File: src/rfa_pkg.sv
`timescale 1ns / 1ps

package rfa_pkg;

	localparam int OPERAND_WIDTH_DEF = 16;
	localparam int MODE_W            = 3;
	localparam int NUM_OUT_W         = 33;
	localparam int DEN_OUT_W         = 32;

	typedef enum logic [MODE_W-1:0] {
		MODE_ADD_RED = 3'd0,
		MODE_MUL_RED = 3'd1,
		MODE_EQ      = 3'd2,
		MODE_NE      = 3'd3,
		MODE_ADD_RAW = 3'd4
	} mode_t;

	typedef enum logic {
		OP_GCD = 1'b0,
		OP_DIV = 1'b1
	} op_t;

	typedef struct packed {
		logic start;
		op_t  op;
	} eng_req_t;

endpackage

File: src/rfa_mul.sv
`timescale 1ns / 1ps

module rfa_mul
	import rfa_pkg::*;
#(
	parameter int OPERAND_WIDTH = OPERAND_WIDTH_DEF
) (
	input  logic                         clk,
	input  logic [OPERAND_WIDTH-1:0]     a,
	input  logic [OPERAND_WIDTH-1:0]     b,
	output logic [2*OPERAND_WIDTH-1:0]   p_q
);

	always_ff @(posedge clk) begin
		p_q <= (2*OPERAND_WIDTH)'(a) * (2*OPERAND_WIDTH)'(b);
	end

endmodule

File: src/rfa_engine.sv
`timescale 1ns / 1ps

module rfa_engine
	import rfa_pkg::*;
#(
	parameter int DW = 2*OPERAND_WIDTH_DEF+1
) (
	input  logic          clk,
	input  logic          arst_n,
	input  eng_req_t      req,
	input  logic [DW-1:0] opa,
	input  logic [DW-1:0] opb,
	output logic          done,
	output logic [DW-1:0] res
);

	localparam int KW = $clog2(DW+1);

	logic          busy_q;
	logic          done_q;
	op_t           op_q;
	logic [DW-1:0] x_q;
	logic [DW-1:0] y_q;
	logic [DW-1:0] d_q;
	logic [KW-1:0] k_q;
	logic [KW-1:0] cnt_q;
	logic [DW-1:0] res_q;

	logic          x_gt_y;
	logic [DW:0]   rem_sh;
	logic [DW:0]   sub_a;
	logic [DW:0]   sub_b;
	logic [DW:0]   diff;
	logic          ge;
	logic [DW-1:0] quo_nxt;

	// one subtractor: gcd difference or restoring-division trial
	always_comb begin
		x_gt_y  = x_q > y_q;
		rem_sh  = {x_q, y_q[DW-1]};
		if (op_q == OP_DIV) begin
			sub_a = rem_sh;
			sub_b = {1'b0, d_q};
		end else if (x_gt_y) begin
			sub_a = {1'b0, x_q};
			sub_b = {1'b0, y_q};
		end else begin
			sub_a = {1'b0, y_q};
			sub_b = {1'b0, x_q};
		end
		diff    = sub_a - sub_b;
		ge      = !diff[DW];
		quo_nxt = {y_q[DW-2:0], ge};
	end

	always_ff @(posedge clk or negedge arst_n) begin
		if (!arst_n) begin
			busy_q <= 1'b0;
			done_q <= 1'b0;
			op_q   <= OP_GCD;
		end else begin
			done_q <= 1'b0;
			if (!busy_q) begin
				if (req.start) begin
					busy_q <= 1'b1;
					op_q   <= req.op;
					k_q    <= '0;
					cnt_q  <= '0;
					d_q    <= opb;
					if (req.op == OP_DIV) begin
						x_q <= '0;
						y_q <= opa;
					end else begin
						x_q <= opa;
						y_q <= opb;
					end
				end
			end else begin
				unique case (op_q)
					OP_GCD: begin
						// binary gcd, both terms known nonzero
						priority if (x_q == y_q) begin
							res_q  <= x_q << k_q;
							busy_q <= 1'b0;
							done_q <= 1'b1;
						end else if (!x_q[0] && !y_q[0]) begin
							x_q <= x_q >> 1;
							y_q <= y_q >> 1;
							k_q <= k_q + KW'(1);
						end else if (!x_q[0]) begin
							x_q <= x_q >> 1;
						end else if (!y_q[0]) begin
							y_q <= y_q >> 1;
						end else if (x_gt_y) begin
							x_q <= diff[DW-1:0];
						end else begin
							y_q <= diff[DW-1:0];
						end
					end
					OP_DIV: begin
						x_q   <= ge ? diff[DW-1:0] : rem_sh[DW-1:0];
						y_q   <= quo_nxt;
						cnt_q <= cnt_q + KW'(1);
						if (cnt_q == KW'(DW-1)) begin
							res_q  <= quo_nxt;
							busy_q <= 1'b0;
							done_q <= 1'b1;
						end
					end
					default: begin
						busy_q <= 1'b0;
					end
				endcase
			end
		end
	end

	assign done = done_q;
	assign res  = res_q;

endmodule

File: src/rational_fraction_alu_unit.sv
`timescale 1ns / 1ps
// sequence: compare and unused modes, and any arithmetic item with an empty operand, go from
// accept to ST_FIN; unreduced add runs ST_MUL0 to ST_MUL3, then ST_FIN; reduced add and
// multiply follow ST_MUL3 with ST_GCD (one binary gcd step per cycle), ST_DIVN and ST_DIVD
// throughput: one item at a time, busy stays high until done; set by the shared gcd/divider
// the receiver cannot stall: done is high for exactly one cycle per item
// reset: arst_n clears the sequencer and engine control, any item in flight is dropped

module rational_fraction_alu_unit
	import rfa_pkg::*;
#(
	parameter int OPERAND_WIDTH = OPERAND_WIDTH_DEF
) (
	input  logic                     clk,
	input  logic                     arst_n,
	input  logic                     start,
	output logic                     busy,
	input  logic [MODE_W-1:0]        mode,
	input  logic [OPERAND_WIDTH-1:0] a_num,
	input  logic [OPERAND_WIDTH-1:0] a_den,
	input  logic [OPERAND_WIDTH-1:0] b_num,
	input  logic [OPERAND_WIDTH-1:0] b_den,
	output logic                     done,
	output logic [NUM_OUT_W-1:0]     out_num,
	output logic [DEN_OUT_W-1:0]     out_den,
	output logic                     compare_true,
	output logic                     out_empty
);

	localparam int PROD_W = 2*OPERAND_WIDTH;
	localparam int NW     = 2*OPERAND_WIDTH+1;

	typedef enum logic [3:0] {
		ST_IDLE,
		ST_MUL0,
		ST_MUL1,
		ST_MUL2,
		ST_MUL3,
		ST_GCD,
		ST_DIVN,
		ST_DIVD,
		ST_FIN
	} state_t;

	state_t                   state_q;
	logic [MODE_W-1:0]        mode_q;
	logic [OPERAND_WIDTH-1:0] an_q;
	logic [OPERAND_WIDTH-1:0] ad_q;
	logic [OPERAND_WIDTH-1:0] bn_q;
	logic [OPERAND_WIDTH-1:0] bd_q;
	logic [NW-1:0]            num_q;
	logic [PROD_W-1:0]        den_q;
	logic [NW-1:0]            g_q;
	logic                     cmp_q;

	logic [OPERAND_WIDTH-1:0] mul_a;
	logic [OPERAND_WIDTH-1:0] mul_b;
	logic [PROD_W-1:0]        p_q;

	eng_req_t                 eng_req;
	logic [NW-1:0]            eng_opa;
	logic [NW-1:0]            eng_opb;
	logic                     eng_done;
	logic [NW-1:0]            eng_res;

	logic                     a_empty;
	logic                     b_empty;
	logic                     arith_mode;

	assign a_empty    = (a_num == '0) && (a_den == '0);
	assign b_empty    = (b_num == '0) && (b_den == '0);
	assign arith_mode = (mode_q == MODE_ADD_RED) || (mode_q == MODE_MUL_RED) ||
		(mode_q == MODE_ADD_RAW);
	assign busy       = (state_q != ST_IDLE);

	rfa_mul #(
		.OPERAND_WIDTH(OPERAND_WIDTH)
	) u_mul (
		.clk (clk),
		.a   (mul_a),
		.b   (mul_b),
		.p_q (p_q)
	);

	rfa_engine #(
		.DW(NW)
	) u_engine (
		.clk    (clk),
		.arst_n (arst_n),
		.req    (eng_req),
		.opa    (eng_opa),
		.opb    (eng_opb),
		.done   (eng_done),
		.res    (eng_res)
	);

	always_comb begin
		unique case (state_q)
			ST_MUL0: begin
				mul_a = an_q;
				mul_b = (mode_q == MODE_MUL_RED) ? bn_q : bd_q;
			end
			ST_MUL1: begin
				mul_a = bn_q;
				mul_b = ad_q;
			end
			default: begin
				mul_a = ad_q;
				mul_b = bd_q;
			end
		endcase
	end

	// gcd after the last product, then numerator and denominator divisions
	always_comb begin
		eng_req.start = 1'b0;
		eng_req.op    = OP_GCD;
		eng_opa       = num_q;
		eng_opb       = NW'(p_q);
		unique case (state_q)
			ST_MUL3: begin
				eng_req.start = (mode_q != MODE_ADD_RAW) && (num_q != '0) && (p_q != '0);
			end
			ST_GCD: begin
				eng_req.start = eng_done;
				eng_req.op    = OP_DIV;
				eng_opb       = eng_res;
			end
			ST_DIVN: begin
				eng_req.start = eng_done;
				eng_req.op    = OP_DIV;
				eng_opa       = NW'(den_q);
				eng_opb       = g_q;
			end
			default: begin
			end
		endcase
	end

	always_ff @(posedge clk or negedge arst_n) begin
		if (!arst_n) begin
			state_q <= ST_IDLE;
			done    <= 1'b0;
		end else begin
			done <= 1'b0;
			unique case (state_q)
				ST_IDLE: begin
					if (start) begin
						mode_q <= mode;
						an_q   <= a_num;
						ad_q   <= a_den;
						bn_q   <= b_num;
						bd_q   <= b_den;
						num_q  <= '0;
						den_q  <= '0;
						cmp_q  <= 1'b0;
						state_q <= ST_FIN;
						unique case (mode)
							MODE_ADD_RED, MODE_MUL_RED: begin
								if (!a_empty && !b_empty) begin
									state_q <= ST_MUL0;
								end
							end
							MODE_EQ: begin
								cmp_q <= !a_empty && !b_empty && (a_num == b_num) &&
									(a_den == b_den);
							end
							MODE_NE: begin
								cmp_q <= !a_empty && !b_empty &&
									((a_num != b_num) || (a_den != b_den));
							end
							MODE_ADD_RAW: begin
								if (a_empty || b_empty) begin
									num_q <= NW'(a_num);
									den_q <= PROD_W'(a_den);
								end else begin
									state_q <= ST_MUL0;
								end
							end
							default: begin
							end
						endcase
					end
				end
				ST_MUL0: begin
					state_q <= ST_MUL1;
				end
				ST_MUL1: begin
					num_q   <= NW'(p_q);
					state_q <= ST_MUL2;
				end
				ST_MUL2: begin
					if (mode_q != MODE_MUL_RED) begin
						num_q <= num_q + NW'(p_q);
					end
					state_q <= ST_MUL3;
				end
				ST_MUL3: begin
					den_q <= p_q;
					// no reduction in unreduced add or when the smaller term is zero
					if (eng_req.start) begin
						state_q <= ST_GCD;
					end else begin
						state_q <= ST_FIN;
					end
				end
				ST_GCD: begin
					if (eng_done) begin
						g_q     <= eng_res;
						state_q <= ST_DIVN;
					end
				end
				ST_DIVN: begin
					if (eng_done) begin
						num_q   <= eng_res;
						state_q <= ST_DIVD;
					end
				end
				ST_DIVD: begin
					if (eng_done) begin
						den_q   <= PROD_W'(eng_res);
						state_q <= ST_FIN;
					end
				end
				ST_FIN: begin
					out_num      <= NUM_OUT_W'(num_q);
					out_den      <= DEN_OUT_W'(den_q);
					compare_true <= cmp_q;
					out_empty    <= arith_mode && (num_q == '0) && (den_q == '0);
					done         <= 1'b1;
					state_q      <= ST_IDLE;
				end
				default: begin
					state_q <= ST_IDLE;
				end
			endcase
		end
	end

endmodule

File: config.mk
export PLATFORM = sky130hd
export DESIGN_NAME = rational_fraction_alu_unit
export DESIGN_NICKNAME = d
export VERILOG_FILES = /design/src/rfa_pkg.sv /design/src/rfa_mul.sv /design/src/rfa_engine.sv /design/src/rational_fraction_alu_unit.sv
export SDC_FILE = /design/constraint.sdc
export NUM_CORES = 2
export LEC_CHECK = 0
export BUFFER_PORTS_ARGS = -buffer_cell sky130_fd_sc_hd__clkbuf_2
export CELL_PAD_IN_SITES_DETAIL_PLACEMENT = 1
export CELL_PAD_IN_SITES_GLOBAL_PLACEMENT = 1
export CORE_MARGIN = 3
export CORE_UTILIZATION = 50
export DETAILED_ROUTE_END_ITERATION = 6
export GPL_TIMING_DRIVEN = 0
export PLACE_DENSITY_LB_ADDON = 0.1
export SLEW_MARGIN = 15
export SYNTH_ARGS = -nofsm -noshare
export SYNTH_HDL_FRONTEND = slang
export SYNTH_SLANG_ARGS = --single-unit
export TNS_END_PERCENT = 20
File: constraint.sdc
create_clock -name clk -period 10 [get_ports clk]
set_input_delay 1.5 -clock clk [delete_from_list [all_inputs] [get_ports clk]]
set_output_delay 1.5 -clock clk [all_outputs]
set_load 0.005 [all_outputs]
# After elaboration in Yosys (flattened, before gate mapping)
# Index checks and enable logic that the tools add are counted.
[totals] out_inout_bits=69 word_cells=197 register_bits=417 inputBits=70
[classes] mux=71 n_addsub=4 bitwise_logic=2 n_eq_ne=38 shifts=1 mul=1 order_cmp=1 n_reduce_logical=52
[op_table] op="33-bit 2-to-1 mux" count=26
[op_table] op="33-bit case mux with 2 select lines" count=4
[op_table] op="33-bit case mux with 4 select lines" count=1
[op_table] op="32-bit case mux with 3 select lines" count=1
[op_table] op="16-bit 2-to-1 mux" count=5
[op_table] op="16-bit zero test" count=4
[op_table] op="32-bit 2-to-1 mux" count=2
[op_table] op="16-bit case mux with 2 select lines" count=2
[op_table] op="6-bit 2-to-1 mux" count=7
[op_table] op="34-bit 2-to-1 mux" count=1
[op_table] op="34-bit by 33-bit subtractor with 34-bit output" count=1
[op_table] op="33-bit by 32-bit adder with 33-bit output" count=1
[op_table] op="33-bit equality test" count=1
[op_table] op="33-bit greater-than comparator" count=1
[op_table] op="33-bit zero test" count=1
[op_table] op="33-bit nonzero test" count=1
[op_table] op="33-bit by 6-bit left shift with 33-bit output" count=1
[op_table] op="16-bit equality test" count=2
[op_table] op="32-bit zero test" count=1
[op_table] op="16-bit by 16-bit multiplier with 32-bit output" count=1
[op_table] op="16-bit inequality test" count=2
[op_table] op="4-bit case mux with 8 select lines" count=1
[op_table] op="32-bit nonzero test" count=1
[op_table] op="4-bit 2-to-1 mux" count=7
[op_table] op="32 further kinds" count=95

# Longest topological paths before layout
[depth] ltp_word=11 depth_mapped=31 depth_no_buf=28

# Hierarchy
# From an unflattened synthesis, not the netlist that was laid out.
[hier_totals] cells_unflattened=3494 area_unflattened_um2=34370.5
[modules_own_cells] module="rfa_engine" area_each_um2=12846.1 seq_area_each_um2=4399.2 instances=1 cells_each=1431
[modules_own_cells] module="rational_fraction_alu_unit" area_each_um2=12284.3 seq_area_each_um2=7121.8 instances=1 cells_each=1029
[modules_own_cells] module="rfa_mul" area_each_um2=9240.1 seq_area_each_um2=640.6 instances=1 cells_each=1034

# Worst setup path after synthesis
# Ideal clock, no wire load.
[synth_timing] path_type="reg-to-reg" start="reg state_q[1]" end="reg u_mul.p_q[21]" setup_time_ns=0.106 n_path_buf=3 required_ns=9.894 path_slack_ns=2.236 period_less_slack_ns=7.764 arrival_time_ns=7.658 path_stages_with_launch=27 path_cell_list="dfrtp_1 nand2b_1 nor3_1 nor2b_1 clkbuf_1 nor2_1 clkbuf_1 a221o_1 clkbuf_1 nand2_1 fa_1 fa_1 fa_1 inv_1 fa_1 fa_1 inv_1 fa_1 inv_1 ha_1 a2111o_1 o22ai_1 o21ai_0 o31a_1 o31ai_1 or4b_2 o311ai_0"
[synth_via] elab_chain_cells=3 elab_cells_between_ends=5 classes_between="1 x mul; 2 x eq/ne; 2 x mux"
[synth_rtl] item="start: declaration" line="rational_fraction_alu_unit.sv:45" source="state_t state_q;"
[synth_rtl] item="start signal: assignment" line="rational_fraction_alu_unit.sv:142" source="state_q <= ST_IDLE;"
[synth_rtl] item="start signal: assignment" line="rational_fraction_alu_unit.sv:157" source="state_q <= ST_FIN;"
[synth_rtl] item="start signal: assignment" line="rational_fraction_alu_unit.sv:161" source="state_q <= ST_MUL0;"
[synth_rtl] item="4-bit by 2-bit equality test with 1-bit output or 4-bit by 1-bit equality test with 1-bit output (tied branches)" line="rational_fraction_alu_unit.sv:98" source="unique case (state_q)"
[synth_rtl] item="16-bit case mux with 2 select lines" line="rational_fraction_alu_unit.sv:98"
[synth_rtl] item="16-bit by 16-bit multiplier with 32-bit output (*)" line="rfa_mul.sv:15" source="p_q <= (2*OPERAND_WIDTH)'(a) * (2*OPERAND_WIDTH)'(b);"
[synth_rtl] item="end signal: assignment" line="rfa_mul.sv:15"
[synth_rtl] item="end: declaration" line="rfa_mul.sv:11" source="output logic [2*OPERAND_WIDTH-1:0] p_q"
# Every way passes the cells marked *; elsewhere a longest branch is shown, timed or not.
# A chain may end at the register's enable or synchronous reset.

# Worst setup path after layout
[layout_timing] start="reg u_engine.x_q[24]" end="reg u_engine.x_q[8], data pin"
[layout_via] elab_chain_cells=11 elab_cells_between_ends=14 classes_between="1 x add/sub; 1 x order compare; 12 x mux"
[layout_rtl] item="start: declaration" line="rfa_engine.sv:22" source="logic [DW-1:0] x_q;"
[layout_rtl] item="start signal: assignment" line="rfa_engine.sv:74" source="x_q <= opa;"
[layout_rtl] item="start signal: assignment" line="rfa_engine.sv:87" source="x_q <= x_q >> 1;"
[layout_rtl] item="start signal: assignment" line="rfa_engine.sv:91" source="x_q <= x_q >> 1;"
[layout_rtl] item="33-bit greater-than comparator" line="rfa_engine.sv:39" source="x_gt_y = x_q > y_q;"
[layout_rtl] item="33-bit 2-to-1 mux" line="rfa_engine.sv:44" source="end else if (x_gt_y) begin"
[layout_rtl] item="34-bit 2-to-1 mux or 33-bit 2-to-1 mux (tied branches)" line="rfa_engine.sv:41" source="if (op_q == OP_DIV) begin"
[layout_rtl] item="34-bit by 33-bit subtractor with 34-bit output (*)" line="rfa_engine.sv:51" source="diff = sub_a - sub_b;"
[layout_rtl] item="33-bit 2-to-1 mux" line="rfa_engine.sv:94" source="end else if (x_gt_y) begin"
[layout_rtl] item="33-bit 2-to-1 mux" line="rfa_engine.sv:92" source="end else if (!y_q[0]) begin"
[layout_rtl] item="33-bit 2-to-1 mux" line="rfa_engine.sv:90" source="end else if (!x_q[0]) begin"
[layout_rtl] item="33-bit 2-to-1 mux" line="rfa_engine.sv:86" source="end else if (!x_q[0] && !y_q[0]) begin"
[layout_rtl] item="33-bit 2-to-1 mux" line="rfa_engine.sv:82" source="priority if (x_q == y_q) begin"
[layout_rtl] item="33-bit case mux with 2 select lines (*)" line="rfa_engine.sv:79" source="unique case (op_q)"
[layout_rtl] item="33-bit 2-to-1 mux (*)" line="rfa_engine.sv:63" source="if (!busy_q) begin"
# Every way passes the cells marked *; elsewhere a longest branch is shown, timed or not. The select of a mux whose other input is x is not followed.

==> metrics.md <==
| Metric | Value |
|---|---|
| Status | `complete, but fails checks` |
| Failing checks | `DRC` |
| Vias in the first global route | `about 34k` |
| Max_cap viols | `0` |
| Placed Instance Area | `around 36000 um2` |
| Avg WL per Cell | `about 33 um` |
| Crit share post-route | `0.972` |
| Remaining routing DRC violations | `10` |
| Starting Density | `0.507` |
| Worst Max-Slew Pin Slew | `between 1000 and 1500 ps` |
| Post-synthesis adder-cell area fraction | `0.190` |
| Cell taking the most area after synthesis | `edfxtp_1` |
| Clock sink count | `between 400 and 500` |
| Post-synth EDFFs | `377` |
| Clk buf depth | `3` |
| Global-route wire length before repair | `between 200000 and 250000 um` |
| Crit path kind | `flop to flop` |
| Grt met1 use | `0.590` |
| RSZ-0062 raised after global routing | `yes` |
| Multiplexer area fraction after synthesis | `0.0500` |
| Total Wirelength | `157000 um` |
| Site row count | `95` |
| Layout Skew | `between 60 and 70 ps` |
| DR iter-0 viols | `5265` |
| Unique masters post-synth | `88` |
| Clock latency on the worst-skew pair | `650 ps` |
| Synthesized instance count | `~3.6k` |
| Sequential share of the synthesized area | `0.355` |
| Cells on Worst Hold Path | `0` |
| Tmin final | `9720 ps` |
| Total GRT Usage | `0.434` |
| FF-to-FF path depth | `23` |
| Yosys top cell area share | `0.331` |
| Worst setup EP type | `flop` |
| Clock Root Buffer | `clkbuf_16` |
| Vias per cell | `7.07` |
| GR Overflow Total | `0` |
| Achievable Freq | `between 0.1 and 0.15 GHz` |
| Top_reg_cell synth | `edfxtp_1` |
| GR met3 Demand/Resource | `0.148` |
| CTS tree | `yes` |
| Die area | `71700 um2` |
| Fin area | `about 38000 um2` |
| Final Setup Violations | `0` |
| CTS Buf Count | `47` |
| WP data arrival | `just over 10000 ps` |
| Pin count of the biggest net entering global routing | `63` |
| CP startpoint kind | `flop` |
| Htree depth | `2` |
| Share of cells above drive strength 1 | `0.0879` |
| Req. time, crit path | `10430 ps` |
| Simple-Gate Fraction of Synth Area | `0.143` |
| Largest family of logic cells by synthesized area | `adder cells` |
| Avg Cell Area, Syn | `between 9 and 10 um2` |
| Fraction of the mapped netlist area in compound gates | `0.176` |
| Syn-to-layout area delta | `11.1%` |
| Worst hold path type | `flop to flop` |
| Mapped Nets | `4073` |
| Cells after DPL | `4628` |
| Clock-pin slew on the worst setup and hold paths | `approximately 70 ps` |
| Slew Limit Fails | `0` |
| Buffers on Ports | `about 140` |
| Via Count | `between 30k and 40k` |
| GPL Wtd Cong | `1.08` |
| Seq cells post-synth | `between 400 and 500` |
| Antenna violations before repair | `9` |
| Yosys warns | `0` |
| ANT nets after route | `0` |
| Max Fanout on Critical Path | `10` |
| DP HPWL | `approximately 120000 um` |
| IO Pins | `between 100 and 150` |
| Met2 Resource Use GR | `0.634` |
| DIE WIDTH | `268 um` |
| Final Hold Viols | `0` |
| Max_slew headroom | `0.149` |
| First-pass DRT Iterations | `7` |
| CORE AREA | `between 60000 and 70000 um2` |
| Most area-consuming cells after synthesis | `edfxtp_1, fa_1, ha_1` |
| Non-Filler Instances | `4722` |
| Die Y | `between 200 and 300 um` |
| Top Usage Layer GRT | `met2` |
| Xor/xnor cell area share of the yosys netlist | `0.0284` |
| Fin nets | `between 4k and 5k` |
| Synthesized cell area | `between 30000 and 40000 um2` |
| Async set-reset flop share out of synthesis | `0.0192` |
-- state kept, by name (all words and copies together) (netlist names), 3 cells and up --
signal,cells
ad_q,16
out_num,33
bn_q,16
u_engine.y_q,33
out_den,32
den_q,32
mode_q,3
u_engine.cnt_q,6
u_engine.k_q,6
state_q,4
u_mul.p_q,32
u_engine.res,33
an_q,16
bd_q,16
g_q,33
u_engine.x_q,33
num_q,33
u_engine.d_q,33
-- synth_stat cells (45+ instances only) --
cell type  count
a21o_1        51
fa_1         196
nor2_1       344
a22oi_1       77
xor2_1        57
inv_1        309
a21oi_1      231
nor4_1        52
mux2i_1      104
edfxtp_1     377
nand2_1      442
nor3_1        45
o21ai_0      177
clkbuf_1     171
ha_1         207
xnor2_1       54
-- worst paths after layout --
path / from / endpoint / slack [ps]
setup / recovery: u_engine.x_q[24] / u_engine.x_q[8] / 280
max in group asynchronous: arst_n / u_engine.busy_q / 8890
setup reg to reg: u_engine.x_q[24] / u_engine.x_q[8] / 280
hold / removal: cmp_q / compare_true / 420
hold reg to reg: cmp_q / compare_true / 420
min in group asynchronous: arst_n / state_q[1] / 780
-- critical path, stage by stage, from the launching register on --
cell and delay, ps:
edfxtp_1 600, ha_1 440, nand4_1 240, nor3_1 610, nand2_1 430, nor4_2 920
a21o_1 320, clkbuf_1 530, buf_1 780, mux2i_1 340, o21ai_0 130, ha_1 310
clkbuf_1 200, a21oi_1 220, nor2_1 90, o41ai_2 930, o32a_2 380, nand3_1 90
nor3b_4 170, buf_4 180, nor2_1 410, clkbuf_1 750, a211oi_1 110, o31ai_1 330
-- layer usage --
| layer | share of wire | vias to the layer above | wire length (um) |
|---|---|---|---|
| met1 | 0.39 | 16700 | 60900 |
| met2 | 0.42 | 2663 | 65300 |
| li1 | - | 13396 | - |
| met4 | 0.054 | 6 | 8580 |
| met3 | 0.14 | 600 | 22500 |
| met5 | 0.00089 | - | 140 |
-- cell families (layout without fill, tap and decap cells) --
family / count (synthesis) / in the layout
compound gates: 903 / 903
xor+xnor: 111 / 111
fa+ha+maj: 403 / 403
buf+inv: 515 / 760
flops: 417 / 417
mux: 145 / 145
other cells: 0 / 4
simple gates: 1106 / 1106
-- placed cells by master, fill, tap and decap left out, types with 54 or more instances in the layout --
cell and instances:
edfxtp_1 377, xnor2_1 54, a21oi_1 226, inv_1 309, clkbuf_1 170, ha_1 207, mux2i_1 104, fa_1 196
nand2_1 442, o21ai_0 177, a22oi_1 77, nor2_1 342, clkbuf_2 146, xor2_1 57
-- per-stage QoR --
stage / hold slack [ps] / util / TNS (ps) / worst slack (ps)
after global routing: 438 / 0.563 / -393 / -196
after floorplan: 400 / - / 0 / 2240
after detailed placement: 406 / 0.538 / 0 / 220
after global placement: 404 / 0.534 / -1730 / -363
after CTS: 421 / 0.562 / 0 / 21.0
final: 422 / 0.564 / 0 / 277
-- repair_timing --
action / in CTS / in global routing
hold buffers: 0 / 0
setup buffers: 0 / 2
endpoints found under the setup margin: 0 / 19
endpoints found under the hold margin: 0 / 0
gates resized for setup: 0 / 21
-- final cells by class --
type	instances	area [um2]
Clock inverter	32	422
Sequential cell	417	12200
Buffer	203	792
Fill cell	7677	29500
Multi-Input combinational cell	2668	20300
Clock buffer	54	1210
Inverter	312	1170
Timing Repair Buffer	159	928
Antenna cell	4	10.0
Tap cell	873	1090
Power is not shown: default switching activity piles up to over one toggle a cycle in this logic, so the estimate is an artifact.
